### config.mk
export PLATFORM = sky130hd
export DESIGN_NAME = lss_ctrl
export DESIGN_NICKNAME = d
export VERILOG_FILES = /design/src/rtl/lss_pkg.sv /design/src/rtl/lss_ctrl.sv
export SDC_FILE = /design/constraint.sdc
export NUM_CORES = 1
export LEC_CHECK = 0
export ABC_AREA = 1
export BUFFER_PORTS_ARGS = -buffer_cell sky130_fd_sc_hd__buf_2
export CAP_MARGIN = 20
export CORE_UTILIZATION = 55
export DETAILED_ROUTE_END_ITERATION = 16
export GPL_TIMING_DRIVEN = 0
export HOLD_SLACK_MARGIN = 0.03
export PLACE_DENSITY = 0.7
export SLEW_MARGIN = 20
export SYNTH_ARGS = -nofsm -noshare
export SYNTH_HDL_FRONTEND = slang
export SYNTH_SLANG_ARGS = --single-unit
### constraint.sdc
create_clock -name clock -period 12.5 [get_ports clock]
set_input_delay 0.625 -clock clock [delete_from_list [all_inputs] [get_ports clock]]
set_output_delay 0.625 -clock clock [all_outputs]
set_load 0.005 [all_outputs]
### src/rtl/lss_pkg.sv
// Shared types and constants for the five-point Laplacian smoothing stencil.
// Used by every module of the block but lss_line_ram; depends on nothing else.
package lss_pkg;

   localparam int SAMPLE_W  = 16;
   localparam int COEFF_W   = 16;
   localparam int FRAC_BITS = 12;
   localparam int CFG_W     = 11;
   localparam int TOT_W     = 22;
   localparam int FED_W     = 21;
   localparam int OUT_POS_W = 10;
   localparam int MAX_ROWS  = 1024;
   localparam int CSR_IDX_W = 2;
   localparam int RSP_DATA_W = 40;

   localparam logic [FED_W-1:0]   FED_MAX     = 21'h1F_FFFF;
   localparam logic [CFG_W-1:0]   ROWS_RESET  = 11'd6;
   localparam logic [CFG_W-1:0]   COLS_RESET  = 11'd6;
   localparam logic [TOT_W-1:0]   TOTAL_RESET = 22'd36;
   localparam logic [COEFF_W-1:0] COEFF_RESET = 16'd4915;

   localparam logic [CSR_IDX_W-1:0] REG_NUM_ROWS = 2'd0;
   localparam logic [CSR_IDX_W-1:0] REG_NUM_COLS = 2'd1;
   localparam logic [CSR_IDX_W-1:0] REG_COEFF    = 2'd2;

   typedef struct packed {
      logic [SAMPLE_W-1:0]  sample;
      logic                 emit;
      logic                 border;
      logic                 last;
      logic [OUT_POS_W-1:0] row;
      logic [OUT_POS_W-1:0] col;
   } lss_tag_type;

endpackage

### src/rtl/lss_ctrl.sv
// Configuration registers and raster position bookkeeping of the stencil.
// Depends on lss_pkg; feeds an item tag and line buffer index to lss_datapath.
module lss_ctrl #(
   parameter int MAX_COLS = 1024,
   parameter int COL_W    = 10
) (
   input  logic                             clock,
   input  logic                             reset,
   input  logic                             csr_we,
   input  logic [lss_pkg::CSR_IDX_W-1:0]    csr_index,
   input  logic [lss_pkg::COEFF_W-1:0]      csr_wdata,
   input  logic                             accept,
   input  logic                             req_drain,
   input  logic [lss_pkg::SAMPLE_W-1:0]     req_sample,
   output logic                             enter,
   output lss_pkg::lss_tag_type             tag,
   output logic [COL_W-1:0]                 idx,
   output logic signed [lss_pkg::COEFF_W-1:0] coeff
);

   localparam int CFG_W  = lss_pkg::CFG_W;
   localparam int TOT_W  = lss_pkg::TOT_W;
   localparam int FED_W  = lss_pkg::FED_W;
   localparam int WIDE_W = ((COL_W > CFG_W) ? COL_W : CFG_W) + 2;

   logic [CFG_W-1:0]            rows_ff, rows_in, cols_ff, cols_in;
   logic [TOT_W-1:0]            total_ff, total_in;
   logic [lss_pkg::COEFF_W-1:0] coeff_ff, coeff_in;
   logic [COL_W-1:0]            in_col_ff, in_col_in, out_col_ff, out_col_in;
   logic [TOT_W-1:0]            out_row_ff, out_row_in, emitted_ff, emitted_in;
   logic [FED_W-1:0]            fed_ff, fed_in;

   logic [CFG_W-1:0] cfg_val, rows_clamp, cols_clamp;
   logic             restart, is_sample, ignore, emit, border, last, done;
   logic [COL_W-1:0] ic0, oc0, ic_w, oc_w, ic_n, oc_n;
   logic [TOT_W-1:0] or0, em0, em1, or_n;
   logic [FED_W-1:0] fed0, fed1;
   logic [WIDE_W-1:0] ic_inc, oc_inc, cols_wide;
   logic [lss_pkg::SAMPLE_W-1:0] s;

   always_comb begin
      cfg_val = csr_wdata[CFG_W-1:0];
      if (cfg_val == '0) begin
         rows_clamp = CFG_W'(1);
         cols_clamp = CFG_W'(1);
      end else begin
         rows_clamp = (int'(cfg_val) > lss_pkg::MAX_ROWS) ? CFG_W'(lss_pkg::MAX_ROWS) : cfg_val;
         cols_clamp = (int'(cfg_val) > MAX_COLS) ? CFG_W'(MAX_COLS) : cfg_val;
      end
      rows_in  = rows_ff;
      cols_in  = cols_ff;
      total_in = total_ff;
      coeff_in = coeff_ff;
      if (csr_we) begin
         case (csr_index)
            lss_pkg::REG_NUM_ROWS: begin
               rows_in  = rows_clamp;
               total_in = TOT_W'(rows_clamp) * TOT_W'(cols_ff);
            end
            lss_pkg::REG_NUM_COLS: begin
               cols_in  = cols_clamp;
               total_in = TOT_W'(rows_ff) * TOT_W'(cols_clamp);
            end
            lss_pkg::REG_COEFF: begin
               coeff_in = csr_wdata;
            end
            default: begin
            end
         endcase
      end
   end

   always_comb begin
      restart   = (emitted_ff >= total_ff);
      ic0       = restart ? '0 : in_col_ff;
      oc0       = restart ? '0 : out_col_ff;
      or0       = restart ? '0 : out_row_ff;
      em0       = restart ? '0 : emitted_ff;
      fed0      = restart ? '0 : fed_ff;
      is_sample = (TOT_W'(fed0) < total_ff);
      ignore    = is_sample && req_drain;
      s         = is_sample ? req_sample : '0;
      cols_wide = WIDE_W'(cols_ff);

      ic_w   = (WIDE_W'(ic0) >= cols_wide) ? '0 : ic0;
      ic_inc = WIDE_W'(ic_w) + WIDE_W'(1);
      ic_n   = (ic_inc >= cols_wide) ? '0 : ic_inc[COL_W-1:0];
      fed1   = (fed0 < lss_pkg::FED_MAX) ? fed0 + FED_W'(1) : fed0;
      emit   = (TOT_W'(fed1) >= TOT_W'(cols_ff) + TOT_W'(1));

      oc_w   = (WIDE_W'(oc0) >= cols_wide) ? '0 : oc0;
      border = (or0 == '0) || (or0 + TOT_W'(1) >= TOT_W'(rows_ff)) || (oc_w == '0) ||
               (WIDE_W'(oc_w) + WIDE_W'(1) >= cols_wide);
      em1    = em0 + TOT_W'(1);
      last   = (em1 == total_ff);
      done   = (em1 >= total_ff);
      oc_inc = WIDE_W'(oc_w) + WIDE_W'(1);
      if (oc_inc >= cols_wide) begin
         oc_n = '0;
         or_n = or0 + TOT_W'(1);
      end else begin
         oc_n = oc_inc[COL_W-1:0];
         or_n = or0;
      end

      in_col_in  = in_col_ff;
      out_col_in = out_col_ff;
      out_row_in = out_row_ff;
      emitted_in = emitted_ff;
      fed_in     = fed_ff;
      if (accept) begin
         if (ignore) begin
            in_col_in  = ic0;
            out_col_in = oc0;
            out_row_in = or0;
            emitted_in = em0;
            fed_in     = fed0;
         end else if (emit && done) begin
            in_col_in  = '0;
            out_col_in = '0;
            out_row_in = '0;
            emitted_in = '0;
            fed_in     = '0;
         end else begin
            in_col_in  = ic_n;
            fed_in     = fed1;
            out_col_in = emit ? oc_n : oc0;
            out_row_in = emit ? or_n : or0;
            emitted_in = emit ? em1 : em0;
         end
      end
   end

   always_ff @(posedge clock) begin
      if (reset) begin
         rows_ff    <= lss_pkg::ROWS_RESET;
         cols_ff    <= lss_pkg::COLS_RESET;
         total_ff   <= lss_pkg::TOTAL_RESET;
         coeff_ff   <= lss_pkg::COEFF_RESET;
         in_col_ff  <= '0;
         out_col_ff <= '0;
         out_row_ff <= '0;
         emitted_ff <= '0;
         fed_ff     <= '0;
      end else begin
         rows_ff    <= rows_in;
         cols_ff    <= cols_in;
         total_ff   <= total_in;
         coeff_ff   <= coeff_in;
         in_col_ff  <= in_col_in;
         out_col_ff <= out_col_in;
         out_row_ff <= out_row_in;
         emitted_ff <= emitted_in;
         fed_ff     <= fed_in;
      end
   end

   assign enter      = accept && !ignore;
   assign idx        = ic_w;
   assign coeff      = $signed(coeff_ff);
   assign tag.sample = s;
   assign tag.emit   = emit;
   assign tag.border = border;
   assign tag.last   = last;
   assign tag.row    = lss_pkg::OUT_POS_W'(or0);
   assign tag.col    = lss_pkg::OUT_POS_W'(oc_w);

   a_in_col_range: assert property (@(posedge clock) disable iff (reset)
      in_col_ff < MAX_COLS) else $error("input column out of range");

   a_out_col_range: assert property (@(posedge clock) disable iff (reset)
      out_col_ff < MAX_COLS) else $error("output column out of range");

   a_last_restarts: assert property (@(posedge clock) disable iff (reset)
      enter && tag.emit && tag.last |=> emitted_ff == '0 && fed_ff == '0)
      else $error("matrix did not restart after its final item");

endmodule

# Yosys cells after proc, flatten, opt, wreduce, memory -nomap -nowiden
# Cells that the tools add are included.
# word_totals
input_bits	39
ff_bits	145
wordCells	75
out_inout_bits	66
# op_classes
n_lt_le_gt_ge	11
muxes	28
n_addsub	6
multipliers	2
n_reduce_logical	16
n_eq_ne	3
# ops
op	n
$mux 22	9
$mux 10	11
$mux 21	4
$add 22x1->22 const B	2
$ge 22x22->1	2
$mul 11x11->22	2
$pmux 22 s2	1
$add 10x1->11 const B	2
$eq 22x22->1	1
$ge 10x11->1	2
$ge 11x11->1	2
$ge 22x11->1	1
$logic_not 22->1	1
$lt 21x22->1	1
$mux 11	2
$add 21x1->21 const B	1
$ge 21x12->1	1
$lt 21x21->1 const B	1
$mux 16	1
$add 11x1->12 const B	1
$gt 11x11->1 const B	1
$logic_not 11->1	1
$logic_not 10->1	1
$reduce_and 2->1	4
other kinds (7)	11

# Longest topological paths before layout
# logic_depth
ltp_word	10
mapped_depth	43
ltp_nobuf	41

# Worst setup path after synthesis
# Ideal clock, no wire load.
# synth_path
path_type	input -> register
start	input csr_wdata[2] (netlist bit)
end	register total_ff[19]
required_time_ns	12.385
path_buffers	1
setup_slack_ns	6.140
cell_stages	26
setup_time_ns	0.115
arrival_ns	6.244
cell_sequence	nor4_1 > nand3_1 > nand2_1 > inv_1 > nor2_1 > clkbuf_1 > nand2_1 > fa_1 > inv_1 > fa_1 > inv_1 > fa_1 > inv_1 > fa_1 > fa_1 > ha_1 > nand2_1 > o31ai_1 > a31oi_1 > o21ai_0 > a21oi_1 > o21ba_2 > nor2_1 > o21ai_0 > o21ai_0 > inv_1
# synth_between
elab_chain_cells	5
elab_cells_between_ends	7
cone_classes	mul (2); order compare (1); mux (3); reduce/logical (1)
# synth_lines
item	line	source
start: declaration	lss_ctrl.sv:11	input logic [lss_pkg::COEFF_W-1:0] csr_wdata,
$gt 11x11->1	lss_ctrl.sv:47, lss_ctrl.sv:48	
$mux 11	lss_ctrl.sv:47, lss_ctrl.sv:48	
$mux 11 (*)	lss_ctrl.sv:43	if (cfg_val == '0) begin
$mul 11x11->22, on equally long branches	lss_ctrl.sv:62, lss_ctrl.sv:58	
$pmux 22 s2 (*)	lss_ctrl.sv:55	case (csr_index)
end signal: assignment	lss_ctrl.sv:138	total_ff <= lss_pkg::TOTAL_RESET;
end signal: assignment	lss_ctrl.sv:148	total_ff <= total_in;
end: declaration	lss_ctrl.sv:27	logic [TOT_W-1:0] total_ff, total_in;
# Mark *: on every way between the ends. The rest lies on a longest branch, timed or not.
# A chain may end at the register's enable or synchronous reset.

# Worst setup path after layout
# layout_path
start	register total_ff[21]
end	output tag[21] (netlist bit)
# layout_between
elab_chain_cells	7
elab_cells_between_ends	14
cone_classes	add/sub (2); order compare (4); mux (3); reduce/logical (5)
# layout_lines
item	line	source
$ge 22x22->1 (*)	lss_ctrl.sv:74	restart = (emitted_ff >= total_ff);
$mux 10 or $mux 22 (tied branches)	lss_ctrl.sv:76, lss_ctrl.sv:77	
$ge 10x11->1 or $add 22x1->22 (tied branches)	lss_ctrl.sv:91, lss_ctrl.sv:92	
$mux 10 or $ge 22x11->1 (tied branches)	lss_ctrl.sv:91, lss_ctrl.sv:92	
$add 10x1->11, or another cell as far along	lss_ctrl.sv:93	(WIDE_W'(oc_w) + WIDE_W'(1) >= cols_wide);
$ge 11x11->1 or $logic_or 1x1->1 (tied branches)	lss_ctrl.sv:93, lss_ctrl.sv:92	
$logic_or 1x1->1 (*)	lss_ctrl.sv:92	border = (or0 == '0) || (or0 + TOT_W'(1) >= TOT_W'(rows_ff)) || (oc_w == '0) ||
end: declaration	lss_ctrl.sv:16	output lss_pkg::lss_tag_type tag,
# Marks and branches as above.

==> results.json <==
{
  "finalMaxSlewViolations": 0,
  "tightest_slew_ns": 1.127,
  "cts.sinks": 145,
  "muxShareOfSynthArea": 0,
  "switching_power_mw": 1.280,
  "tritoncts": "done",
  "drt-initial-drc-count": 1989,
  "synth_top_family_by_area": "adder cells",
  "cp_max_fo": 10,
  "synth_top_area_frac": 0.1553,
  "core_region_area_sq_um": 36790,
  "crit_arrival_ns": 8.49,
  "regArea_sq_um": 2903,
  "ys_top_cells_by_count": "nand2_1, inv_1, nor2_1, ha_1, o21ai_0",
  "min_period_over_period": 0.7291,
  "ys_warn_count": 0,
  "chipHeight_um": 195.6,
  "syn_to_final_growth_pct": 8.609,
  "antenna_found_initial": 0,
  "nNetsFinal": 3623,
  "syn-num-nets": 3502,
  "finalSetupViolCount": 0,
  "fillers": 3512,
  "ys_seq_area_frac": 0.1408,
  "cts_max_level": 4,
  "fmax_mhz": 109.7,
  "firstDrtPassIters": 7,
  "period_minus_slack_ns": 9.114,
  "via_per_inst": 5.820,
  "drc": 0,
  "synth_compound_area_frac": 0.1530,
  "power.clock.fraction": 0.241,
  "powerDensity_nw_per_um2": 115.9,
  "avgSynthCellArea_sq_um": 6.768,
  "die_area_sq_um": 38270,
  "grt_remaining_overflow": 0,
  "vias": 21250,
  "slowest_stage": "nor3_1",
  "fp-row-count": 70,
  "root_buffer": "clkbuf_16",
  "path_buf_inv": 7,
  "multi_input_area_sq_um": 15120,
  "synth_largest_area_cell": "fa_1",
  "status": "complete, no violations",
  "worstSetupPathType": "reg -> out",
  "crit_required_ns": 11.88,
  "worst_path_largest_cell_delay_ns": 0.86,
  "hold_viol": 0,
  "grt_pass1_vias": 20790,
  "cp-start-kind": "register",
  "swShare": 0.4930,
  "fin_area_sq_um": 22400,
  "wl_mm": 73.63,
  "fin_tns_setup_ns": 0,
  "cap_violations": 0,
  "synth_fa_ha_area_frac": 0.3106,
  "path_delay_family": "simple AND/OR/NAND/NOR gates",
  "clock_skew_ns": 0.01755,
  "drive_gt1_frac": 0.06633,
  "postSynthCellCount": 3047,
  "dp_hpwl_mm": 58.49,
  "path_depth": 41,
  "synth-xor-area-share": 0.03058,
  "grt_max_degree": 17,
  "yosysMostFrequentCell": "nand2_1",
  "ys_ff_latch": 145,
  "grtUsageTotal": 0.3932,
  "path_clk_slew_ns": 0.07,
  "num_io_pins": 105,
  "grt_pass1_wl_mm": 114.9,
  "synthTopCellsByArea": "fa_1, ha_1, dfxtp_1, nand2_1, inv_1",
  "initial_utilization": 0.5606,
  "routedWlPerCell_um": 20.17,
  "post_cts_buffers": 0,
  "leakage_nw": 11.70,
  "yosys.area_share.simple": 0.2392,
  "p_int_mw": 1.317,
  "routabilityCongestion": 0.9923,
  "crit_path_end_kind": "output port",
  "rr_worst_depth": 38,
  "hold_buffers": 0,
  "synth_cell_types": 57,
  "die_w_um": 195.6,
  "cts_resized": 0,
  "synth_top_flop_cell": "dfxtp_1",
  "placed_cell_area_sq_um": 21720,
  "hold_class": "in -> reg",
  "ant_nets": 0,
  "ir_drop_v": 0.0001079,
  "clock_latency_ns": 0.48,
  "timing.slew.headroom": 0.2428,
  "clk_path_buf_depth": 2,
  "synth.cell_area_sq_um": 20620,
  "seq_power_share": 0.209,
  "synth_edf_count": 0,
  "cts-buffers-inserted": 17,
  "synthArstFlopShare": 0,
  "grt_setup_unrepaired": "false",
  "io_buffers": 102,
  "holdPathStages": 3,
  "combPwrFrac": 0.550
}
[worst paths after layout]
check	startpoint	endpoint	slack (ns)
max reg2reg	total_ff[21]	in_col_ff[2]	3.93
min reg2reg	out_row_ff[3]	out_row_ff[3]	0.47
max	total_ff[21]	tag[21]	3.39
min	csr_wdata[12]	coeff[12]	0.36
[per-stage QoR]
stage	power (mW)	cells	hold slack (ns)	worst slack, ns	utilization
floorplan	1.462	3047	0.4453	6.140	-
global placement	1.914	3617	0.4526	4.251	0.5904
detailed placement	1.940	3617	0.4554	4.177	0.5904
CTS	2.556	3649	0.3519	3.709	0.6087
global route	2.741	3649	0.3747	2.957	0.6087
finish	2.597	3651	0.3625	3.386	0.6089
[sequential cells by signal, summed over array words and instances, names as in the netlist]
name / cells
coeff: 16
cols_ff: 11
emitted_ff: 22
fed_ff: 21
in_col_ff: 10
out_col_ff: 10
out_row_ff: 22
rows_ff: 11
total_ff: 22
[worst register-to-register path, delay by kind of cell, from the launching register on]
kind / cells / cell delay, ns
simple gates: 18 / 2.77
buf+inv: 6 / 2.38
compound gates: 10 / 1.80
fa+ha+maj: 4 / 1.20
flops: 1 / 0.34
[final cells by class]
| cell class | instances | share of cell area |
|---|---|---|
| Inverter | 555 | 0.09301 |
| Timing Repair Buffer | 102 | 0.02279 |
| Clock buffer | 18 | 0.01961 |
| Multi-Input combinational cell | 2231 | 0.6753 |
| Buffer | 116 | 0.02285 |
| Tap cell | 468 | 0.02614 |
| Clock inverter | 14 | 0.01050 |
| Antenna cell | 2 | 0.0002235 |
| Sequential cell | 145 | 0.1296 |
[power by group through the flow]
stage / registers [mW] / clock network (mW) / logic [mW]
6_report: 0.544 / 0.625 / 1.43
5_1_grt: 0.548 / 0.637 / 1.56
4_1_cts: 0.541 / 0.619 / 1.40
3_5_place_dp: 0.551 / 0 / 1.39
3_3_place_gp: 0.550 / 0 / 1.36
2_1_floorplan: 0.539 / 0 / 0.922
[metal layers]
metal	GRT usage	vias to the layer above	wire length (um)
met1	0.4947	9973	29970
li1	-	10020	-
met5	0	-	0
met2	0.6485	1042	33640
met4	0.2059	0	3912
met3	0.06373	209	6110
[logic make-up after synthesis]
group	after synthesis
and+or+nand+nor	1177
AOI/OAI and AO/OA	566
xor gates and xnor gates	72
DFF	145
buffers and inverters	671
adders and majority gates	416
[cells in the final DEF (no fill, tap or decap), types with 25 or more instances in the layout]
cell	instances
a21oi_1	197
nor3_1	25
xor2_1	55
clkbuf_1	86
nand4_1	38
nand3_1	106
o211ai_1	48
a31oi_1	38
o21ai_0	234
fa_1	160
buf_2	118
nand2_1	616
dfxtp_1	145
nor2_1	324
inv_1	538
ha_1	256
(Power assumes the default switching activity.)
